$ cat src/hdl/dbn_pkg.sv
package dbn_pkg;

  // Defaults for the top-level parameters.
  localparam int MaxBoxesDef  = 64;
  localparam int CoordFracDef = 4;
  localparam int PixelBitsDef = 12;

  // Fixed field widths of the interface.
  localparam int CoordW   = 16;
  localparam int ScoreW   = 16;
  localparam int ClassW   = 8;
  localparam int OutPixW  = 12;
  localparam int PadW     = 12;
  localparam int ScaleW   = 24;
  localparam int FrameW   = 13;
  localparam int CfgDataW = 24;
  localparam int CfgIdxW  = 3;

  // Configuration register indexes.
  typedef enum logic [CfgIdxW-1:0] {
    REG_CONF_THR,
    REG_IOU_THR,
    REG_BOX_FMT,
    REG_PAD_X,
    REG_PAD_Y,
    REG_INV_SCALE,
    REG_FRAME_W,
    REG_FRAME_H
  } cfg_reg_e;

  // Operation broadcast to every cell of the sorted store.
  typedef enum logic [2:0] {
    OP_HOLD,
    OP_INSERT,
    OP_SHIFT,
    OP_CMP_A,
    OP_CMP_B
  } cell_op_e;

  typedef struct packed {
    cell_op_e            op;
    logic [ScoreW-1:0]   iou_thr;
  } cell_ctrl_t;

  // Sequencer states.
  typedef enum logic [2:0] {
    ST_RUN,
    ST_DRAIN,
    ST_CMP_A,
    ST_CMP_B,
    ST_SHIFT,
    ST_FINAL
  } state_e;

  // Settings seen by the decode pipeline.
  typedef struct packed {
    logic [ScoreW-1:0] conf_thr;
    logic              box_fmt;
    logic [PadW-1:0]   pad_x;
    logic [PadW-1:0]   pad_y;
    logic [ScaleW-1:0] inv_scale;
    logic [FrameW-1:0] frame_w;
    logic [FrameW-1:0] frame_h;
  } dec_cfg_t;

  // Layout of one store entry, from bit 0 up:
  // x1, y1, x2, y2 (pix bits each), area (2*pix), score, class, suppressed, valid.
  function automatic int ent_width(int pix);
    return 6 * pix + ScoreW + ClassW + 2;
  endfunction

  function automatic int ent_area_lsb(int pix);
    return 4 * pix;
  endfunction

  function automatic int ent_score_lsb(int pix);
    return 6 * pix;
  endfunction

  function automatic int ent_class_lsb(int pix);
    return 6 * pix + ScoreW;
  endfunction

  function automatic int ent_supp_bit(int pix);
    return 6 * pix + ScoreW + ClassW;
  endfunction

  function automatic int ent_valid_bit(int pix);
    return 6 * pix + ScoreW + ClassW + 1;
  endfunction

endpackage

$ cat src/hdl/dbn_cell.sv
module dbn_cell #(
  parameter int PixelBits = dbn_pkg::PixelBitsDef,
  localparam int EntW     = dbn_pkg::ent_width(PixelBits)
) (
  input  logic                 clk_i,
  input  logic                 rst_ni,
  input  dbn_pkg::cell_ctrl_t  ctrl_i,
  input  logic [EntW-1:0]      new_i,
  input  logic [EntW-1:0]      left_i,
  input  logic                 left_ge_i,
  input  logic [EntW-1:0]      right_i,
  output logic                 ge_o,
  output logic [EntW-1:0]      ent_o
);
  import dbn_pkg::*;

  localparam int P     = PixelBits;
  localparam int AL    = ent_area_lsb(P);
  localparam int SL    = ent_score_lsb(P);
  localparam int CL    = ent_class_lsb(P);
  localparam int SB    = ent_supp_bit(P);
  localparam int VB    = ent_valid_bit(P);
  localparam int AreaW = 2 * P;
  localparam int CmpW  = 2 * P + ScoreW + 1;

  logic [EntW-1:0] ent_q, ent_d;
  logic [AreaW-1:0] inter_q, inter_d;
  logic             ok_q, ok_d;

  logic [P-1:0]  mx1, my1, mx2, my2, hx1, hy1, hx2, hy2, ix1, iy1, ix2, iy2;
  logic signed [P:0] iw, ih;
  logic [AreaW:0]    uni;
  logic [CmpW-1:0]   lhs, rhs;

  assign mx1 = ent_q[P-1:0];
  assign my1 = ent_q[2*P-1:P];
  assign mx2 = ent_q[3*P-1:2*P];
  assign my2 = ent_q[4*P-1:3*P];
  assign hx1 = new_i[P-1:0];
  assign hy1 = new_i[2*P-1:P];
  assign hx2 = new_i[3*P-1:2*P];
  assign hy2 = new_i[4*P-1:3*P];

  // Sorted order: this entry stays ahead of a new one with the same or lower score.
  assign ge_o  = ent_q[VB] && (ent_q[SL+ScoreW-1:SL] >= new_i[SL+ScoreW-1:SL]);
  assign ent_o = ent_q;

  // Intersection with the head box.
  always_comb begin
    ix1 = (mx1 > hx1) ? mx1 : hx1;
    iy1 = (my1 > hy1) ? my1 : hy1;
    ix2 = (mx2 < hx2) ? mx2 : hx2;
    iy2 = (my2 < hy2) ? my2 : hy2;
    iw  = $signed({1'b0, ix2}) - $signed({1'b0, ix1});
    ih  = $signed({1'b0, iy2}) - $signed({1'b0, iy1});
    ok_d    = ent_q[VB] && !ent_q[SB] && new_i[VB] && (iw > 0) && (ih > 0) &&
              (ent_q[CL+ClassW-1:CL] == new_i[CL+ClassW-1:CL]);
    inter_d = iw[P-1:0] * ih[P-1:0];
  end

  // Overlap ratio test by cross-multiplication.
  always_comb begin
    uni = (AreaW+1)'(ent_q[AL+AreaW-1:AL]) + (AreaW+1)'(new_i[AL+AreaW-1:AL]) -
          (AreaW+1)'(inter_q);
    lhs = CmpW'({inter_q, 16'h0000});
    rhs = ctrl_i.iou_thr * uni;
  end

  // Next entry for each broadcast operation.
  always_comb begin
    ent_d = ent_q;
    case (ctrl_i.op)
      OP_INSERT: begin
        if (!ge_o) begin
          ent_d = left_ge_i ? new_i : left_i;
        end
      end
      OP_SHIFT: begin
        ent_d = right_i;
      end
      OP_CMP_B: begin
        if (ok_q && (uni != '0) && (lhs > rhs)) begin
          ent_d[SB] = 1'b1;
        end
      end
      default: begin
        ent_d = ent_q;
      end
    endcase
  end

  always_ff @(posedge clk_i or negedge rst_ni) begin
    if (!rst_ni) begin
      ent_q <= '0;
      ok_q  <= 1'b0;
    end else begin
      ent_q <= ent_d;
      if (ctrl_i.op == OP_CMP_A) begin
        ok_q <= ok_d;
      end
    end
  end

  always_ff @(posedge clk_i) begin
    if (ctrl_i.op == OP_CMP_A) begin
      inter_q <= inter_d;
    end
  end

endmodule
$ cat config.mk
export PLATFORM = sky130hd
export DESIGN_NAME = dbn_cell
export DESIGN_NICKNAME = d
export VERILOG_FILES = /design/src/hdl/dbn_pkg.sv /design/src/hdl/dbn_cell.sv
export SDC_FILE = /design/constraint.sdc
export NUM_CORES = 2
export LEC_CHECK = 0
export ABC_AREA = 1
export BUFFER_PORTS_ARGS = -buffer_cell sky130_fd_sc_hd__buf_2
export CAP_MARGIN = 40
export CORE_UTILIZATION = 35
export DETAILED_ROUTE_END_ITERATION = 7
export GPL_ROUTABILITY_DRIVEN = 1
export MAX_ROUTING_LAYER = met4
export PLACE_DENSITY = 0.65
export SYNTH_ARGS = -nofsm -noshare
export SYNTH_HDL_FRONTEND = slang
export SYNTH_SLANG_ARGS = --single-unit
$ cat constraint.sdc
create_clock -name clk_i -period 8.3 [get_ports clk_i]
set_clock_uncertainty 0.1 [all_clocks]
set_input_delay 2.075 -clock clk_i [delete_from_list [all_inputs] [get_ports clk_i]]
set_output_delay 2.075 -clock clk_i [all_outputs]
set_load 0.005 [all_outputs]
Yosys cells after proc, flatten, opt, wreduce, memory -nomap -nowiden
Cells that the tools add are included.
{ "classes": {"n_mux": 10, "n_reduce_logical": 14, "n_eq_ne": 7, "mul": 2, "n_addsub": 4, "n_lt_le_gt_ge": 8} }
{ "op_table": {"columns": ["operator", "count"], "rows": [
  ["98-bit 2-to-1 mux", 2],
  ["96-bit one-hot mux with 2 select lines", 1],
  ["12-bit 2-to-1 mux", 4],
  ["40-bit by 41-bit > comparator with 1-bit output", 1],
  ["16-bit by 25-bit multiplier with 41-bit output", 1],
  ["13-bit by 1-bit > comparator with 1-bit output (second input constant)", 2],
  ["12-bit by 12-bit subtractor with 13-bit output", 2],
  ["24-bit by 24-bit adder with 25-bit output", 1],
  ["25-bit nonzero test", 1],
  ["25-bit by 24-bit subtractor with 25-bit output", 1],
  ["12-bit > comparator", 2],
  ["12-bit < comparator", 2],
  ["12-bit by 12-bit multiplier with 24-bit output", 1],
  ["16-bit >= comparator", 1],
  ["8-bit equality test", 1],
  ["1-bit logical AND", 8],
  ["3-bit by 2-bit equality test with 1-bit output (second input constant)", 2],
  ["2-bit inequality test (second input constant)", 2],
  ["3-bit by 1-bit equality test with 1-bit output (second input constant)", 1],
  ["3-bit equality test (second input constant)", 1],
  ["1-bit one-hot mux with 3 select lines", 1],
  ["3-bit AND reduction", 1],
  ["3-bit nonzero test", 1],
  ["1-bit one-hot mux with 2 select lines", 1],
  ["4 further kinds", 4]
]} }
{ "totals": {"output_inout_bits": 99, "register_bits": 123, "inputBits": 316} }

Logic depth before layout (Yosys ltp)
{ "depth": {"depth_word": 7, "ltp_mapped": 57, "mapped_depth_nobuf": 57} }

Worst setup path after synthesis
OpenSTA, ideal clock, no wires.
{ "synth_timing": {"path_kind": "input to register", "startpoint": "in new_i[50]", "endpoint": "reg ent_q[96], in the netlist ent_o[96]", "arrival_time_ps": 10340, "setup_ps": 117, "path_buffers": 1, "slack_ps": -2257, "path_stages": 52, "path_cell_list": "inv_1 -> fa_1 -> inv_1 -> ha_1 -> buf_6 -> or2_4 -> nand3_2 -> nand2_4 -> a21o_1 -> nand2_1 -> nand3b_2 -> nand2_4 -> clkinv_1 -> nand2_1 -> fa_1 -> fa_1 -> inv_1 -> fa_1 -> (+16 left out) -> nand2_1 -> nand2_1 -> nand2_1 -> ha_1 -> nand3_1 -> or3_1 -> nor2_1 -> nand3_1 -> nor2_1 -> nand3_1 -> nor2_1 -> nand3_1 -> nand3_1 -> nor2_1 -> nand2_1 -> nand2_1 -> nand3_1 -> nand2_1"} }
{ "synth_between": {"elab_chain_len": 7, "word_cells_on_any_way": 9} }
{ "synth_rtl": {"columns": ["item", "line", "source"], "rows": [
  ["start: declaration", "dbn_cell.sv:8", "input logic [EntW-1:0] new_i,"],
  ["24-bit by 24-bit adder with 25-bit output (*)", "dbn_cell.sv:63", "uni = (AreaW+1)'(ent_q[AL+AreaW-1:AL]) + (AreaW+1)'(new_i[AL+AreaW-1:AL]) -"],
  ["25-bit by 24-bit subtractor with 25-bit output (*)", "dbn_cell.sv:63", null],
  ["16-bit by 25-bit multiplier with 41-bit output or 25-bit nonzero test (tied branches)", "dbn_cell.sv:66, dbn_cell.sv:82", null],
  ["40-bit by 41-bit > comparator with 1-bit output or 1-bit logical AND (tied branches)", "dbn_cell.sv:82", "if (ok_q && (uni != '0) && (lhs > rhs)) begin"],
  ["1-bit logical AND (*)", "dbn_cell.sv:82", null],
  ["2-bit inequality test (no source line) (*)", null, null],
  ["3-bit AND reduction (no source line) (*)", null, null],
  ["end signal: assignment", "dbn_cell.sv:97", "ent_q <= ent_d;"],
  ["end: declaration", "dbn_cell.sv:26", "logic [EntW-1:0] ent_q, ent_d;"]
]} }
Mark *: on every way between the ends. The rest lies on a longest branch, timed or not.
A chain may end at the register's enable or synchronous reset.

Final worst setup path
{ "layout_timing": {"startpoint": "in new_i[63]", "endpoint": "reg ent_q[96], in the netlist ent_o[96]"} }
The elaborated chain is that of the path after synthesis.

==> flow_summary.json <==
{
  "endpoint_kind": "flip-flop",
  "min_period_ns": 10.76,
  "critPathSlowestCell": "fa_1",
  "cts_tree": "done",
  "placed_cell_area_sq_mm": 0.0386,
  "wire_per_inst_microns": 19.4,
  "crit_required_ns": 8.52,
  "drc": 0,
  "grtUsageMet1": 0.354,
  "syn-num-nets": 5033,
  "design_area_sq_mm": 0.0420,
  "grt.busiest_layer": "met2",
  "synth_edf_count": 24,
  "cpMostUsedCell": "fa_1",
  "htreeDepth": 4,
  "gp_congestion": 1.04,
  "grt_pass1_wl_mm": 183,
  "clockRootBuffer": "clkbuf_16",
  "setup_viol": 15,
  "cts_buffer_depth": 2,
  "clock_latency_ns": 0.45,
  "viasPerCell": 5.00,
  "period_share": 1.30,
  "std_cell_rows": 106,
  "dieArea_sq_mm": 0.0864,
  "antenna_found_initial": 21,
  "ys_ff_latch": 123,
  "critPathKind": "input pin to flip-flop",
  "slew_headroom": 0.368,
  "cp-start-kind": "input pin",
  "antenna_left": 0,
  "status": "finished, violations left",
  "rsz0062_at_grt": "yes",
  "grt_pass1_vias": 31600,
  "dp_worst_setup_slack_ns": -3.10,
  "fp.dieW_microns": 294,
  "wirelength_mm": 120,
  "cts_buffers": 17,
  "max_stage_delay_ns": 0.61,
  "area_delta_synth_final_pct": 41.0,
  "drtPass1Iterations": 6,
  "grt_max_degree": 125,
  "tightest_slew_ns": 0.948,
  "vias": 30900,
  "design.core.area_sq_mm": 0.0840,
  "pin_count": 415,
  "final_nets": 6073,
  "initial_utilization": 0.355,
  "yosysWarnings": 0,
  "drv_slew": 0,
  "drive_above_1_share": 0.337,
  "grt_overflow": 0,
  "max_clock_freq_mhz": 93.0,
  "worst-endpoint-arrival_ns": 10.98,
  "ys_async_sr_fraction": 0.805,
  "dominantRegCellSynth": "dfrtp_1",
  "cap_viol_max_count": 0,
  "hold_viol_final": 0,
  "holdCritPathClass": "flip-flop to flip-flop",
  "netlist_area_sq_mm": 0.0298,
  "synth_cell_types": 58,
  "yosysSeqAreaShare": 0.107,
  "use_met3": 0.0507,
  "die_y_microns": 294,
  "initialDrtViolationCount": 1990,
  "path_clk_slew_ns": 0.06,
  "hold_slack_ns": 0.460,
  "track_usage": 0.287,
  "globalRouteMet2Util": 0.473,
  "dp_hpwl_mm": 101,
  "path_max_fanout": 5,
  "synth.avg_cell_area_sq_um": 7.53,
  "netlist_instances": 3961,
  "portBuffers": 414,
  "fin_ws_ns": -2.46,
  "cts.sink_count": 123,
  "violations": "negative setup slack"
}
stage by stage:
stage	TNS, ns	utilization	std cells
final	-10.90	0.501	6167
after global routing	-15.00	0.501	6163
after CTS	-7.90	0.486	6105
after detailed placement	-22.88	0.459	6011
after global placement	-21.92	0.459	6010
after floorplan	-6.26	-	3961
registers in the layout (all words and copies together) (netlist names):
signal / count
ok_q: 1
inter_q: 24
ent_o: 98
worst max-delay path: cells and delay by family:
| family | cells | cell delay (ns) |
|---|---|---|
| adders and majority gates | 10 | 4.49 |
| AOI/OAI and AO/OA | 6 | 0.89 |
| and+or+nand+nor | 22 | 2.43 |
| buffers and inverters | 10 | 0.93 |
| xor gates and xnor gates | 1 | 0.12 |
cell usage after synthesis, types with 4 or more instances:
cell type	instances	area, sq um
o21ai_1	13	65.1
a21boi_0	6	45.0
nor3_1	16	80.1
nand2_1	775	2910
inv_1	838	3150
nand2_2	20	125
clkinv_1	29	109
nor4_1	7	43.8
xnor2_1	24	210
xor2_1	40	350
dfrtp_1	99	2480
nand4_1	119	744
or2_2	14	87.6
fa_1	446	8930
o21ai_0	88	440
nor2_2	7	43.8
inv_2	4	15.0
nor2_1	413	1550
or2_1	4	25.0
o21a_1	5	37.5
nand3_1	71	355
buf_2	17	85.1
a21o_1	9	67.6
o31ai_1	4	30.0
ha_1	310	3880
o211ai_1	112	841
clkbuf_1	126	473
nand3b_1	7	52.6
a21oi_1	166	831
a31oi_1	101	632
o21bai_1	8	60.1
edfxtp_1	24	721
area by class of cell:
cell class | instances | area [sq um]
well taps | 1134 | 1420
inverters | 871 | 3470
multi-input cells | 2820 | 25200
flip-flops and latches | 123 | 3200
repair buffers | 1168 | 8200
fillers | 7945 | 41900
clock buffers | 25 | 505
diodes | 23 | 57.6
clock inverters | 3 | 15.0
cells in the final DEF (no fill, tap or decap), types with 41 or more instances in the layout:
cell type,Yosys,routed
a21oi_1,166,106
a21oi_2,3,49
a31oi_1,101,95
buf_2,17,403
buf_4,0,705
dfrtp_1,99,99
fa_1,446,431
ha_1,310,238
ha_4,0,70
inv_1,838,778
inv_2,4,41
nand2_1,775,692
nand2_2,20,69
nand3_1,71,55
nand4_1,119,119
nor2_1,413,369
o211ai_1,112,112
o21ai_0,88,45
metal layers:
| layer | vias to the layer above | wire length (microns) |
|---|---|---|
| met4 | 0 | 4530 |
| met2 | 1039 | 57800 |
| li1 | 14500 | - |
| met3 | 215 | 8210 |
| met1 | 15100 | 49100 |
| met5 | - | 0 |
final timing paths:
kind | cells after the start | to | slack [ns] | start
max | 49 | ent_o[96] | -2.46 | new_i[63]
min | 2 | ok_q | 0.46 | ok_q
max reg2reg | 51 | ent_o[96] | -1.16 | inter_q[0]
min reg2reg | 2 | ok_q | 0.46 | ok_q
max in group asynchronous | 2 | ent_o[61] | 5.71 | rst_ni
min in group asynchronous | 1 | ent_o[31] | 1.40 | rst_ni
cells by family after synthesis:
kind of cell,after synthesis,share of synthesized area
buf+inv,1018,0.129
flops,123,0.107
fa+ha+maj,756,0.429
compound gates,533,0.109
simple gates,1466,0.206
xor+xnor,65,0.0197
timing repair:
| item | in CTS | in global routing |
|---|---|---|
| endpoints found under the setup margin | 17 | 17 |
| endpoints found under the hold margin | 0 | 0 |
| hold buffers | 0 | 0 |
| gates resized for setup | 262 | 223 |
| buffers inserted | 69 | 42 |
| pin swaps | 152 | 184 |
| cloned | 3 | 0 |
Power is left out: the tool's default activity adds up to more than one toggle a clock period on the data nets, which glitch-free logic cannot reach.
